<file path="src/rtl/frn_pkg.sv">
`timescale 1ns / 1ps
// ---------------------------------------------------------------------------
// frn_pkg - shared types and helpers for the fixed-point rsqrt/reciprocal
// Beat structs, per-stage work record and the sign-magnitude multiply.
// ---------------------------------------------------------------------------
package frn_pkg;

  localparam int ITERATIONS_DEF        = 10;
  localparam int FRAC_BITS_DEF         = 16;
  localparam int SEED_STEP_LIMIT       = 32;
  localparam int SEED_STEPS_PER_STAGE  = 4;
  localparam int SEED_STAGES           = SEED_STEP_LIMIT / SEED_STEPS_PER_STAGE;

  // commands
  localparam logic CMD_RSQRT = 1'b0;
  localparam logic CMD_RECIP = 1'b1;

  // Newton step phases
  typedef enum logic [1:0] {
    PH_SQUARE = 2'd0,
    PH_CORR   = 2'd1,
    PH_UPDATE = 2'd2
  } phase_t;

  typedef struct packed {
    logic               command;
    logic signed [31:0] operand;
  } req_t;

  typedef struct packed {
    logic signed [31:0] value;
    logic               invalid;
  } rsp_t;

  // one item in flight; aux is the scratch operand while seeding and the
  // intermediate product/correction term during Newton steps
  typedef struct packed {
    logic        cmd;
    logic        invalid;
    logic        up;
    logic [31:0] k;
    logic [31:0] x;
    logic [31:0] aux;
  } work_t;

  // sign-magnitude multiply, truncated to frac bits, wrapping to 32 bits
  function automatic logic [31:0] fx_mul(input logic [31:0] a, input logic [31:0] b,
                                         input int frac);
    logic        neg;
    logic [31:0] ma;
    logic [31:0] mb;
    logic [63:0] prod;
    logic [63:0] shd;
    neg  = a[31] ^ b[31];
    ma   = a[31] ? (32'd0 - a) : a;
    mb   = b[31] ? (32'd0 - b) : b;
    prod = {32'd0, ma} * {32'd0, mb};
    shd  = prod >> frac;
    return neg ? (32'd0 - shd[31:0]) : shd[31:0];
  endfunction

endpackage

</file>
<file path="src/rtl/frn_newton_stage.sv">
`timescale 1ns / 1ps
// ---------------------------------------------------------------------------
// frn_newton_stage - one multiply of a Newton-Raphson step
// Phase selects which of the three products this stage forms.
// ---------------------------------------------------------------------------
module frn_newton_stage #(
  parameter int              FRAC_BITS = frn_pkg::FRAC_BITS_DEF,
  parameter frn_pkg::phase_t PHASE     = frn_pkg::PH_SQUARE
) (
  input  logic           clk,
  input  logic           rst,
  input  logic           en,
  input  logic           in_vld,
  input  frn_pkg::work_t in_w,
  output logic           vld,
  output frn_pkg::work_t w
);

  localparam logic [31:0] ONE   = 32'(1) << FRAC_BITS;
  localparam logic [31:0] TWO   = ONE << 1;
  localparam logic [31:0] THREE = ONE + TWO;

  frn_pkg::work_t w_next;
  logic [31:0]    ma;
  logic [31:0]    mb;
  logic [31:0]    p;

  always_comb begin
    w_next = in_w;
    unique case (PHASE)
      frn_pkg::PH_SQUARE: begin
        ma = (in_w.cmd == frn_pkg::CMD_RECIP) ? in_w.k : in_w.x;
        mb = in_w.x;
      end
      frn_pkg::PH_CORR: begin
        ma = in_w.k;
        mb = in_w.aux;
      end
      default: begin
        ma = in_w.x;
        mb = in_w.aux;
      end
    endcase
    p = frn_pkg::fx_mul(ma, mb, FRAC_BITS);
    unique case (PHASE)
      frn_pkg::PH_SQUARE: w_next.aux = p;
      frn_pkg::PH_CORR: begin
        w_next.aux = (in_w.cmd == frn_pkg::CMD_RECIP) ? (TWO - in_w.aux) : (THREE - p);
      end
      default: begin
        w_next.x = (in_w.cmd == frn_pkg::CMD_RECIP) ? p : {p[31], p[31:1]};
      end
    endcase
  end

  always_ff @(posedge clk) begin
    if (rst) begin
      vld <= 1'b0;
    end else if (en) begin
      vld <= in_vld;
    end
  end

  always_ff @(posedge clk) begin
    if (en) begin
      w <= w_next;
    end
  end

endmodule

</file>
<file path="config.mk">
export PLATFORM = sky130hd
export DESIGN_NAME = frn_newton_stage
export DESIGN_NICKNAME = d
export VERILOG_FILES = /design/src/rtl/frn_pkg.sv /design/src/rtl/frn_newton_stage.sv
export SDC_FILE = /design/constraint.sdc
export NUM_CORES = 2
export LEC_CHECK = 0
export ABC_CLOCK_PERIOD_IN_PS = 41300
export BUFFER_PORTS_ARGS = -buffer_cell sky130_fd_sc_hd__buf_2
export CAP_MARGIN = 20
export CORE_MARGIN = 4
export CORE_UTILIZATION = 60
export CTS_BUF_LIST = sky130_fd_sc_hd__clkbuf_8 sky130_fd_sc_hd__clkbuf_16
export CTS_CLUSTER_DIAMETER = 100
export DETAILED_ROUTE_END_ITERATION = 8
export PLACE_DENSITY = 0.84
export SYNTH_ARGS = -nofsm -noshare
export SYNTH_HDL_FRONTEND = slang
export SYNTH_SLANG_ARGS = --single-unit
</file>
<file path="constraint.sdc">
create_clock -name clk -period 41.3 [get_ports clk]
set_clock_uncertainty 0.05 [all_clocks]
set_input_delay 4.13 -clock clk [delete_from_list [all_inputs] [get_ports clk]]
set_output_delay 4.13 -clock clk [all_outputs]
set_load 0.02 [all_outputs]
</file>
==> impl_metrics.env <==
export IMPL_first_pass_iters=8
export IMPL_drc=0
export IMPL_core_area_mm2=0.0542
export IMPL_synth_top_flop_cell="edfxtp_1"
export IMPL_setup_viol=0
export IMPL_nets=4816
export IMPL_synth_edf_count=99
export IMPL_synthCells=3651
export IMPL_fin_setup_tns_ns=0
export IMPL_worstMarginPinSlew_ns=1.18
export IMPL_portBuffers=170
export IMPL_cts_buffer_depth=2
export IMPL_finalCritPeriodShare_pct=39.1
export IMPL_synthesis_area_mm2=0.0331
export IMPL_die_width_um=243
export IMPL_routed_wl_mm=107
export IMPL_crit_path_max_incr_delay_ns=0.98
export IMPL_ys_types=88
export IMPL_ys_warn_count=0
export IMPL_crit_required_ns=41.36
export IMPL_min_path_type="register to register"
export IMPL_start_util_pct=61.1
export IMPL_cts_hold_buf=0
export IMPL_gp_congestion=1.03
export IMPL_status="finished, final reports clean"
export IMPL_path_clk_slew_ns=0.08
export IMPL_die_h_um=243
export IMPL_numCtsBuffers=9
export IMPL_cts_resized=0
export IMPL_synth_nets=4708
export IMPL_rsz0062_at_grt="false"
export IMPL_min_period_ns=16.15
export IMPL_maxSlewHeadroom_pct=20.4
export IMPL_clk_latency_ns=0.36
export IMPL_core_rowCount=85
export IMPL_synth_area_leaders="fa_1, edfxtp_1, inv_1"
export IMPL_crit_top_cell="fa_1"
export IMPL_start_kind="input pin"
export IMPL_path_max_fanout=72
export IMPL_clock_sinks=100
export IMPL_post_cts_setup_buffers=0
export IMPL_yosys_area_top_type_share_pct=47.0
export IMPL_cp_buffers_inverters=6
export IMPL_end_kind="register"
export IMPL_vias=27197
export IMPL_grt_pass1_vias=29549
export IMPL_post_drt_wl_per_cell_um=24.0
export IMPL_drive_gt1_share_pct=9.91
export IMPL_fmax_ghz=0.0619
export IMPL_synth_seq_cells=100
export IMPL_grt_pass1_wl_mm=166
export IMPL_slew_viol_final=0
export IMPL_synth_most_common_cell="fa_1"
export IMPL_arrival_ns=16.21
export IMPL_async_flop_share_pct=0
export IMPL_dp_hpwl_mm=85.5
export IMPL_area_growth_pct=7.63
export IMPL_worst_path_max_delay_cell="o21ai_0"
export IMPL_grt_use_total_pct=36.9
export IMPL_cts_tree="yes"
export IMPL_antenna_found_initial=2
export IMPL_fillers=4152
export IMPL_h_tree_depth=3
export IMPL_detail_route_antenna_nets=0
export IMPL_cp_top_family="compound AO/OA/AOI/OAI gates"
export IMPL_synth_avg_cell_area_um2=9.07
export IMPL_grt_max_degree=78
export IMPL_synth_common_cells="fa_1, inv_1, nor2_1, nand2_1, ha_1"
export IMPL_dieArea_mm2=0.0590
export IMPL_overflow=0
export IMPL_pin_count=203
export IMPL_drt_first_iter_violations=2794
export IMPL_path_class="input pin to register"
export IMPL_netlist_top_cell_by_area="fa_1"
export IMPL_hold_viol=0
export IMPL_drv_cap=0
export IMPL_viasPerCell=6.10
export IMPL_yosysSeqAreaShare_pct=9.04
export IMPL_root_buffer="clkbuf_16"
registers in the layout, summed over array words and instances (netlist names):
| signal | flops |
|---|---|
| vld | 1 |
| w | 99 |
stage by stage:
step	worst slack, ns	hold slack [ns]	util [%]	std cells	cell area (µm²)
6_report	25.15	0.451	65.7	4462	35600
5_1_grt	24.82	0.489	65.7	4460	35600
4_1_cts	25.16	0.453	65.7	4459	35600
3_5_place_dp	24.80	0.434	65.2	4443	35300
3_3_place_gp	24.99	0.417	65.2	4443	35300
2_1_floorplan	25.32	0.529	-	3651	33100
cell families after synthesis:
group           count (synthesis)  synth area share (%)
simple gates                 1174                  14.8
fa+ha+maj                     954                  53.7
buf+inv                       932                  10.7
compound gates                261                  5.43
xor+xnor                      188                  5.12
flops                         100                  9.04
mux                            42                  1.33
area by class of cell:
cell class              instances  area (µm²)  share of cell area (%)
diodes                          2        5.00                  0.0140
well taps                     696         871                    2.44
repair buffers                273        1620                    4.56
flip-flops and latches        100        2990                    8.40
clock inverters                 7        66.3                   0.186
clock buffers                   9         225                   0.632
inverters                     756        2840                    7.96
multi-input cells            2619       27000                    75.8
path summary, 6_finish.rpt:
path	startpoint	to	slack [ns]	cells past startpoint
setup / recovery	in_w[98]	w[31]$_DFFE_PP_	25.15	30
hold / removal	vld$_SDFFE_PP0P_	vld$_SDFFE_PP0P_	0.45	2
setup reg to reg	vld$_SDFFE_PP0P_	vld$_SDFFE_PP0P_	40.67	2
hold reg to reg	vld$_SDFFE_PP0P_	vld$_SDFFE_PP0P_	0.45	2
tightest hold or removal path: cells and delay by family (launching register included):
kind | cells | cell delay (ns)
flip-flops | 1 | 0.33
multiplexers | 1 | 0.06
AND/OR/NAND/NOR | 1 | 0.08
cell usage in the layout (no fill, tap or decap), types with 6 or more instances in the layout:
cell type    n
nor2b_1      6
xor2_4       6
nand3_1     14
xor2_2      23
clkbuf_16    9
nand2_1    434
o21a_1       8
buf_2      170
inv_1      755
nor3b_1      6
nand4_1     15
and2_1      15
o41ai_1      7
o22ai_1      6
or3_1        8
nor3_1      31
nand2b_1     8
fa_1       778
ha_1       176
mux2i_1     35
xnor2_1    102
nor2_1     578
o21ai_0     44
and3_1      13
nor4_1      12
a21oi_1     60
buf_4      103
a31oi_1     16
o211ai_1     6
o21bai_1    13
edfxtp_1    99
xor2_1      37
a21o_1      23
xnor2_2     16
o31ai_1     18
a211oi_1     8
routing by layer:
metal	vias to the layer above	global-route usage (%)	routed length (µm)	part of all wire, %
li1	11165	-	-	-
met1	13448	44.8	35500	33
met2	1978	57.3	47500	44
met3	606	12.4	14900	14
met4	0	23.0	9160	8.5
met5	-	0	0	0
Power is not shown: default switching activity piles up to over one toggle a cycle in this logic, so the estimate is an artifact.
