File: src/rtl/frn_pkg.sv
`timescale 1ns / 1ps
// ---------------------------------------------------------------------------
// frn_pkg - shared types and helpers for the fixed-point rsqrt/reciprocal
// Beat structs, per-stage work record and the sign-magnitude multiply.
// ---------------------------------------------------------------------------
package frn_pkg;

  localparam int ITERATIONS_DEF        = 10;
  localparam int FRAC_BITS_DEF         = 16;
  localparam int SEED_STEP_LIMIT       = 32;
  localparam int SEED_STEPS_PER_STAGE  = 4;
  localparam int SEED_STAGES           = SEED_STEP_LIMIT / SEED_STEPS_PER_STAGE;

  // commands
  localparam logic CMD_RSQRT = 1'b0;
  localparam logic CMD_RECIP = 1'b1;

  // Newton step phases
  typedef enum logic [1:0] {
    PH_SQUARE = 2'd0,
    PH_CORR   = 2'd1,
    PH_UPDATE = 2'd2
  } phase_t;

  typedef struct packed {
    logic               command;
    logic signed [31:0] operand;
  } req_t;

  typedef struct packed {
    logic signed [31:0] value;
    logic               invalid;
  } rsp_t;

  // one item in flight; aux is the scratch operand while seeding and the
  // intermediate product/correction term during Newton steps
  typedef struct packed {
    logic        cmd;
    logic        invalid;
    logic        up;
    logic [31:0] k;
    logic [31:0] x;
    logic [31:0] aux;
  } work_t;

  // sign-magnitude multiply, truncated to frac bits, wrapping to 32 bits
  function automatic logic [31:0] fx_mul(input logic [31:0] a, input logic [31:0] b,
                                         input int frac);
    logic        neg;
    logic [31:0] ma;
    logic [31:0] mb;
    logic [63:0] prod;
    logic [63:0] shd;
    neg  = a[31] ^ b[31];
    ma   = a[31] ? (32'd0 - a) : a;
    mb   = b[31] ? (32'd0 - b) : b;
    prod = {32'd0, ma} * {32'd0, mb};
    shd  = prod >> frac;
    return neg ? (32'd0 - shd[31:0]) : shd[31:0];
  endfunction

endpackage

File: src/rtl/frn_seed_stage.sv
`timescale 1ns / 1ps
// ---------------------------------------------------------------------------
// frn_seed_stage - power-of-two seed search, a few shift steps per stage
// Shifts the scratch operand toward 1.0 and the seed in the same direction.
// ---------------------------------------------------------------------------
module frn_seed_stage #(
  parameter int FRAC_BITS = frn_pkg::FRAC_BITS_DEF
) (
  input  logic           clk,
  input  logic           rst,
  input  logic           en,
  input  logic           in_vld,
  input  frn_pkg::work_t in_w,
  output logic           vld,
  output frn_pkg::work_t w
);

  localparam logic [31:0] ONE = 32'(1) << FRAC_BITS;

  frn_pkg::work_t w_next;

  always_comb begin
    w_next = in_w;
    for (int s = 0; s < frn_pkg::SEED_STEPS_PER_STAGE; s++) begin
      if (w_next.up) begin
        if (w_next.aux < ONE) begin
          w_next.x   = w_next.x << 1;
          w_next.aux = (w_next.cmd == frn_pkg::CMD_RECIP) ? (w_next.aux << 1)
                                                          : (w_next.aux << 2);
        end
      end else begin
        if (w_next.aux > ONE) begin
          w_next.x   = w_next.x >> 1;
          w_next.aux = (w_next.cmd == frn_pkg::CMD_RECIP) ? (w_next.aux >> 1)
                                                          : (w_next.aux >> 2);
        end
      end
    end
  end

  always_ff @(posedge clk) begin
    if (rst) begin
      vld <= 1'b0;
    end else if (en) begin
      vld <= in_vld;
    end
  end

  always_ff @(posedge clk) begin
    if (en) begin
      w <= w_next;
    end
  end

endmodule

File: config.mk
export PLATFORM = sky130hd
export DESIGN_NAME = frn_seed_stage
export DESIGN_NICKNAME = d
export VERILOG_FILES = /design/src/rtl/frn_pkg.sv /design/src/rtl/frn_seed_stage.sv
export SDC_FILE = /design/constraint.sdc
export NUM_CORES = 1
export LEC_CHECK = 0
export BUFFER_PORTS_ARGS = -buffer_cell sky130_fd_sc_hd__buf_4
export CAP_MARGIN = 30
export CORE_ASPECT_RATIO = 0.75
export CORE_MARGIN = 5
export CORE_UTILIZATION = 45
export CTS_CLUSTER_SIZE = 20
export DETAILED_ROUTE_END_ITERATION = 8
export PLACE_DENSITY = 0.68
export SYNTH_ARGS = -nofsm -noshare
export SYNTH_HDL_FRONTEND = slang
export SYNTH_SLANG_ARGS = --single-unit
File: constraint.sdc
create_clock -name clk -period 10.8 [get_ports clk]
set_input_delay 3.24 -clock clk [delete_from_list [all_inputs] [get_ports clk]]
set_output_delay 3.24 -clock clk [all_outputs]
set_load 0.05 [all_outputs]
==> results, run 1 <==
- Headroom to the max-slew limit came out at 0.2777.
- The critical path start-end classification is in -> reg.
- In this run the post-CTS setup repair buffer count came out at 0.
- The die width is ~200 µm.
- The number of distinct library cell variants in the gate-level netlist after synthesis is 91.
- The slowest library cell on the worst path is clkinv_1.
- The first-pass iteration count of the detailed router is 6.
- The kind of cell with the highest combined delay along the critical path is simple AND/OR/NAND/NOR gates.
- The via count of the first global-routing pass came to 11712.
- The number of remaining DRC errors is 0.
- The number of nets produced by synthesis is roughly 1700.
- The clock tree buffer depth is 2.
- Derived from the worst setup path, the maximum achievable clock frequency is 105.5 MHz.
- In the routed layout, each cell is associated on average with a via count of ~6.7.
- The buffering stage count on the worst path with inverters included is 5.
- The total power draw is 1.360 mW.
- In this run the core area contains 50 standard-cell rows.
- The placed wire-length estimate is about 34000 µm.
- The total of endpoints with negative setup slack in the final report is 0.
- The transition time at the pin with the least slew margin is 1083 ps.
- After clock tree synthesis, the repair step resized 0 gates.
- Summing all flip-flop and latch instances after layout gives between 2000 and 3000 µm².
- The congestion estimate from routability-driven global placement came to 1.022.
- The power density over the cells is 100.4 nW/µm².
- In this run the worst path has a maximum fanout of 53.
- The cell sitting at the root of the clock tree is a clkbuf_16.
- The sequential-to-total area share from yosys stat is 0.2593.
- Yosys printed 0 warnings.
- The multi-input combinational cells in the finished layout cover a total of about 8000 µm².
- The number of violations of the max-capacitance limit is 0.
- The number of diodes is 0.
- The flow ran to the end, and the final reports show no timing, DRC or antenna violations.
- The violation count after the first detailed-routing iteration is 2703.
- The flip-flop cell with the highest count after synthesis is edfxtp_1.
- The peak per-stage delay on the critical path is between 600 and 700 ps.
- The filler cells instantiated in the layout total 2422.
- After synthesis the netlist holds a flip-flop and latch count of 100.
- The class of the tightest hold or removal check is reg -> reg.
- The first global-routing pass estimated between 70000 and 80000 µm of wire.
- By count the netlist is led by nand2_1, a21oi_1, nor2_1, o21ai_0.
- The fraction of layout cells with a size suffix above 1 is 0.1996.
- The number of hold buffers added after CTS was 0.
- After synthesis, the mean cell area works out to 7.241 µm².
- The initial antenna violation count was 0.
- The effective utilization at floorplan is 0.4601.
- STA classifies the critical path startpoint as a primary input.
- The core region is 25090 µm².
- The area overhead of the layout relative to synthesis is 17.36%.
- Across the VDD grid, the largest voltage drop is 77.05 µV.
- The clock tree synthesis step divided the H-tree into 3 levels.
- The register clock-pin slew on the reported worst setup and hold paths is roughly 70 ps.
- The mean routed wirelength per cell is 22.70 µm.
- In the finished design, the share of the clock period the worst path needs comes to 0.8778.
- Entering global routing, the biggest net connects 110 pins.
- By area the synthesized netlist is led by edfxtp_1, a21oi_1, nand2_1.
- The clock period minus worst slack is ~9500 ps.
- Summing over every cut layer, the via total after detailed routing is 13655.
- The number of nets still failing antenna checks after routing is 0.
- The vertical die dimension is 148.7 µm.
- The most common cell in the synthesized netlist is nand2_1.
- For the final database, setup skew stands at 0 ps.
- In the final design database the tool counted 1801 nets.
- The number of buffers inserted by port buffering is 202.
- The total congestion overflow after global routing is 0.
- The biggest area contributor in the post-synthesis netlist is edfxtp_1.
- The floorplan step defined a die boundary enclosing ~29000 µm².
- The signal on the critical path passes through buf_4 -> clkinv_1 -> nor2_1 -> a221o_1 -> and4_1 -> nand3_2 -> o21ai_0 -> o22ai_1 -> buf_4 -> or4_1 -> or3_1 -> or4_4 -> o21ai_4 -> buf_4 -> a211oi_1 -> buf_4 -> o21a_1 -> and3_4 -> or3_1 -> a31oi_1.
- The clock net in this run drives a total of 100 sinks.
- In this run the static leakage power is 5.065 nW.
- Setup repair after global routing left no endpoint under its margin.
- The top cell type's share of synthesized area is 0.2576.
- The element type at the critical path end is a flop.
- Pin placement for this block handled ~200 I/O pins.
- Counting stages on the worst path, the most repeated cell is buf_4.
- The overall routed net length is 46330 µm.
- The data required time of the worst path is 10970 ps.
- After synthesis the cells add up to approximately 12000 µm².
- The clock buffer count from CTS is 9.
- Clock latency on the worst-skew pair, taken at its later pin, is 340 ps.
- After technology mapping, the gate count stands at 1594.
- The setup total negative slack is 0 ps.
- The fraction of synthesis flops using an asynchronous set or reset pin is 0.
- The TritonCTS clock tree is yes.
- The number of pins with negative max-slew slack in the final report is 0.
- In the global route stage, overall resource usage came out at 0.2991.
- Yosys mapped a number of flops with a built-in enable equal to 99.
- The data arrival time at the worst-slack endpoint is around 9700 ps.
- The hold violation count in the final report came to 0.
-- metal layers --
metal	routed length (µm)	track usage	up-vias	part of all wire
met4	642	0.05164	0	0.014
met1	21560	0.5013	6197	0.47
met5	0	0.001684	-	0
met2	17060	0.3716	1111	0.37
li1	-	-	6281	-
met3	7058	0.07926	66	0.15
-- stage by stage --
step	worst slack (ps)	hold slack [ps]	instances	util	instance area [µm²]
final	1320	515.0	2041	0.5400	13550
after global routing	989.7	524.0	2041	0.5400	13550
after CTS	1465	516.6	2041	0.5400	13550
after detailed placement	1169	503.2	2025	0.5286	13260
after global placement	1275	486.7	2025	0.5286	13260
after floorplan	2205	732.6	1594	-	11540
-- tightest hold or removal path, cell delays in order (launching register included) --
cell and delay [ps]:
dfxtp_1 340, mux2i_1 70, nor2_1 80
-- area by class of cell --
class | count | share of cell area
Multi-Input combinational cell | 1316 | 0.5781
Sequential cell | 100 | 0.2209
Timing Repair Buffer | 255 | 0.1444
Tap cell | 338 | 0.03122
Clock buffer | 9 | 0.01663
Inverter | 16 | 0.004434
Clock inverter | 7 | 0.004341
-- report_power, final --
group	switching (mW)	total (mW)	internal [mW]
Clock	0.150	0.310	0.160
Combinational	0.389	0.568	0.179
Sequential	0.0128	0.483	0.470
-- cell families after synthesis --
kind of cell    share of synthesized area
flops                              0.2593
compound gates                     0.3392
mux                               0.06808
simple gates                       0.2681
xor+xnor                        0.0007589
buf+inv                           0.06461
-- sequential cells by signal (all words and copies together), names as in the netlist --
name / flops
w: 99
vld: 1
-- placed cells by master, fill, tap and decap left out, types with 27 or more instances in the layout --
cell type	count
buf_4	251
nand2_1	238
a21oi_1	182
nor2_1	116
o21ai_0	113
edfxtp_1	99
nor3_1	91
nand3_1	65
mux2i_1	56
o31ai_1	32
a22oi_1	31
o221ai_1	27
-- final timing paths --
check / start / endpoint / slack, ps / depth (start not counted)
max: in_w[98] / w[37] / 1320 / 20
min: vld / vld / 510 / 2
max reg2reg: vld / vld / 10210 / 2
min reg2reg: vld / vld / 510 / 2
Power figures use the tool's default switching activity.
==> run 2: changes to the inputs <==
--- a/config.mk
+++ b/config.mk
@@ -13,6 +13,7 @@
 export CTS_CLUSTER_SIZE = 20
 export DETAILED_ROUTE_END_ITERATION = 8
 export PLACE_DENSITY = 0.68
+export REMOVE_ABC_BUFFERS = 1
 export SYNTH_ARGS = -nofsm -noshare
 export SYNTH_HDL_FRONTEND = slang
 export SYNTH_SLANG_ARGS = --single-unit
==> constraint.sdc (replaced) <==
create_clock -name clk -period 9.4 [get_ports clk]
set_input_delay 2.82 -clock clk [delete_from_list [all_inputs] [get_ports clk]]
set_output_delay 2.82 -clock clk [all_outputs]
set_load 0.05 [all_outputs]
==> results, run 2 (synthesis gave the netlist of run 1 again) <==
- The run finished with clean final reports.
- Among all stages on the critical path, the largest delay is contributed by a41oi_1.
- The number of violations of the max-capacitance limit came to 0 (unchanged).
- The total placed instance area came to 13390 µm² (+0.94%).
- The post-route worst setup slack is 649.1 ps (-670.5 ps).
- The class of the tightest hold or removal check is reg -> reg.
- The startpoint identified for the worst hold timing path is vld.
- The clock skew was 0 ps (unchanged).
- The post-CTS setup buffer count is 0 (unchanged).
- The vertical die dimension is 148.7 µm (unchanged).
- The area overhead of the layout relative to synthesis is 18.54%.
- The number of flip-flops in the largest register was 99 (unchanged).
- The remaining max-slew budget at the tightest pin came to 0.2818 (+0.004093).
- The register clock-pin slew on the reported worst setup and hold paths is 70 ps (about the same).
- In the finished design, the share of the clock period the worst path needs comes to 0.9309.
- The first-pass iteration count of the detailed router came to 6 (unchanged).
- The startpoint identified for the worst register-to-register timing path is vld.
- The fraction of layout cells with a size suffix above 1 is 0.2080 (+0.008371).
- The register with the highest flop count is w.
- The clock network latency to the later pin of the worst-skew pair is 360 ps (+20 ps).
- The weighted congestion at the end of routability-driven global placement is 0.9785 (-4.2%).
- The library cell used most frequently in the layout, excluding fill and tap cells, is buf_4.
- The data required time of the worst path is 9580 ps (-1390 ps).
- In the layout the commonest cells are buf_4, nand2_1, a21oi_1, nor2_1, o21ai_0.
- The clock tree buffer depth was 2 (unchanged).
- The TritonCTS clock tree is yes.
- The critical path's top delay family is compound AO/OA/AOI/OAI gates.
- The peak per-stage delay on the critical path came to 820 ps (+160 ps).
- The die width was 194.9 µm (unchanged).
- Setup repair after global routing left no endpoint under its margin.
- The total number of clock tree sinks is 100 (unchanged).
- The number of nets still failing antenna checks after routing is 0 (unchanged).
- The worst slack after detailed placement was 448.7 ps (-720.1 ps).
- The largest registers in the layout are w: 99 flops, vld: 1 flops.
- Static timing analysis puts the maximum clock frequency at 114.3 MHz.
- The total congestion overflow after global routing is 0 (unchanged).
- The number of filler instances in the final layout is 2474 (+2.1%).
- The placed wire-length estimate is 34240 µm (-0.45%).
- The clock period minus worst slack is 8751 ps.
- The effective utilization at floorplan is 0.4601 (unchanged).
- The routed via count divided by cell count is 6.618 (-1.1%).
- The number of gates resized after CTS was 0 (unchanged).
- In this run the worst setup path begins at in_w[16].
- The initial antenna violation count is 1 (+1).
- The mean routed wirelength per cell came to 22.83 µm (+0.60%).
- The area of the die is 28990 µm² (unchanged).
- The via count of the first global-routing pass is 12013 (+2.6%).
- The leakage power came to 5.166 nW (+2.0%).
- The area of the placeable core is 25090 µm² (unchanged).
- The data arrival time at the worst-slack endpoint is 8930 ps (-720 ps).
- The total of endpoints with negative setup slack in the final report is 0 (unchanged).
- The element type at the critical path end is a flop.
- The number of buffers inserted by port buffering is 202 (unchanged).
- The buffering stage count on the worst path with inverters included came to 4 (-1).
- The number of core rows was 50 (unchanged).
- The number of pins with negative max-slew slack in the final report came to 0 (unchanged).
- The total number of nets in the final design is 1819 (+1.0%).
- The worst hold slack after final layout came to 511.9 ps (-3.056 ps).
- The maximum number of pins on one net before global-route repair is 159 (+45%).
- The peak fanout along the critical path is 27 (-49%).
- The level count of the clock H-tree is 3 (unchanged).
- The total global routing track utilization is 0.3056 (+0.006495).
- The total power draw is 1.580 mW (+16%).
- The root cell of the clock tree is clkbuf_16.
- The wire length of the first global-routing pass is 72040 µm (+1.9%).
- The number of remaining DRC errors is 0 (unchanged).
- The boundary pin count is 203 (unchanged).
- Traced cell by cell, the critical path runs through buf_4 -> clkinv_1 -> a41oi_1 -> a221o_1 -> o32ai_1 -> or3b_1 -> nor4_2 -> nand4_1 -> a22oi_1 -> a2111o_1 -> nor4_2 -> buf_4 -> a21oi_2 -> nand2_1 -> buf_12 -> o221ai_1 -> nor3_1 -> nor3_1.
- The clock buffer count from CTS came to 9 (unchanged).
- The violation count after the first detailed-routing iteration is 2137 (-21%).
- The power density over the cells came to 115.5 nW/µm² (+15%).
- The critical path start-end classification is in -> reg.
- The overall routed net length is 47010 µm (+1.5%).
- The final design instance area without fill is 13680 µm² (+1.0%).
- The highest ir drop seen on vdd is 83.89 µV (+8.9%).
- STA classifies the critical path startpoint as a primary input.
- The via count is 13626 (-0.21%).
- The number of diodes is 0 (unchanged).
- The hold violation count in the final report was 0 (unchanged).
- The hold-fix buffer count after cts came to 0 (unchanged).
- The transition time at the pin with the least slew margin is 1063 ps (-20.15 ps).
==> run 2: cell count changes in the layout (fill, tap and decap cells not counted) <==
cell | before | now
clkinv_4 | 0 | 2
clkinv_8 | 0 | 1
buf_12 | 3 | 2
clkbuf_8 | 0 | 1
buf_6 | 1 | 0
buf_4 | 251 | 270
clkinvlp_4 | 3 | 0
==> run 2: worst reg2reg max path, stage by stage, from the launching register on <==
cell and delay, ps:
dfxtp_1 310, mux2i_1 120, nor2_1 50
==> run 2: worst paths after layout <==
kind	endpoint	slack [ps]	depth (start not counted)
worst max-delay path	w[44]	650	18
worst min register to register	vld	510	2
worst max register to register	vld	8810	2
worst min-delay path	vld	510	2
==> run 2: per-stage QoR <==
stage | cells | setup TNS, ps | utilization
2_1_floorplan | 1432 | -124540 | -
3_3_place_gp | 2043 | 0 | 0.5336
3_5_place_dp | 2043 | 0 | 0.5336
4_1_cts | 2059 | 0 | 0.5454
5_1_grt | 2059 | 0 | 0.5454
6_report | 2059 | 0 | 0.5454
==> run 2: final cells by class <==
cell class	count	area, µm²	share of cell area
Tap cell	338	422.9	0.03091
Clock inverter	7	70.07	0.005121
Multi-Input combinational cell	1316	7830	0.5723
Sequential cell	100	2993	0.2187
Clock buffer	9	225.2	0.01646
Inverter	16	60.06	0.004390
Timing Repair Buffer	273	2081	0.1521
==> run 2: per-layer routing <==
layer  up-vias  track usage  share of wire
met3        56      0.07586           0.11
li1       6324            -              -
met1      6400       0.4859           0.47
met5         -            0        0.00038
met4         2      0.05513          0.012
met2       844       0.4153           0.40
==> run 2: report_power, final <==
part | internal (mW) | leakage (nW) | total [mW] | switching, mW
registers | 0.539 | 0.974 | 0.553 | 0.0135
clock network | 0.187 | 0.147 | 0.378 | 0.190
logic | 0.209 | 4.05 | 0.650 | 0.441
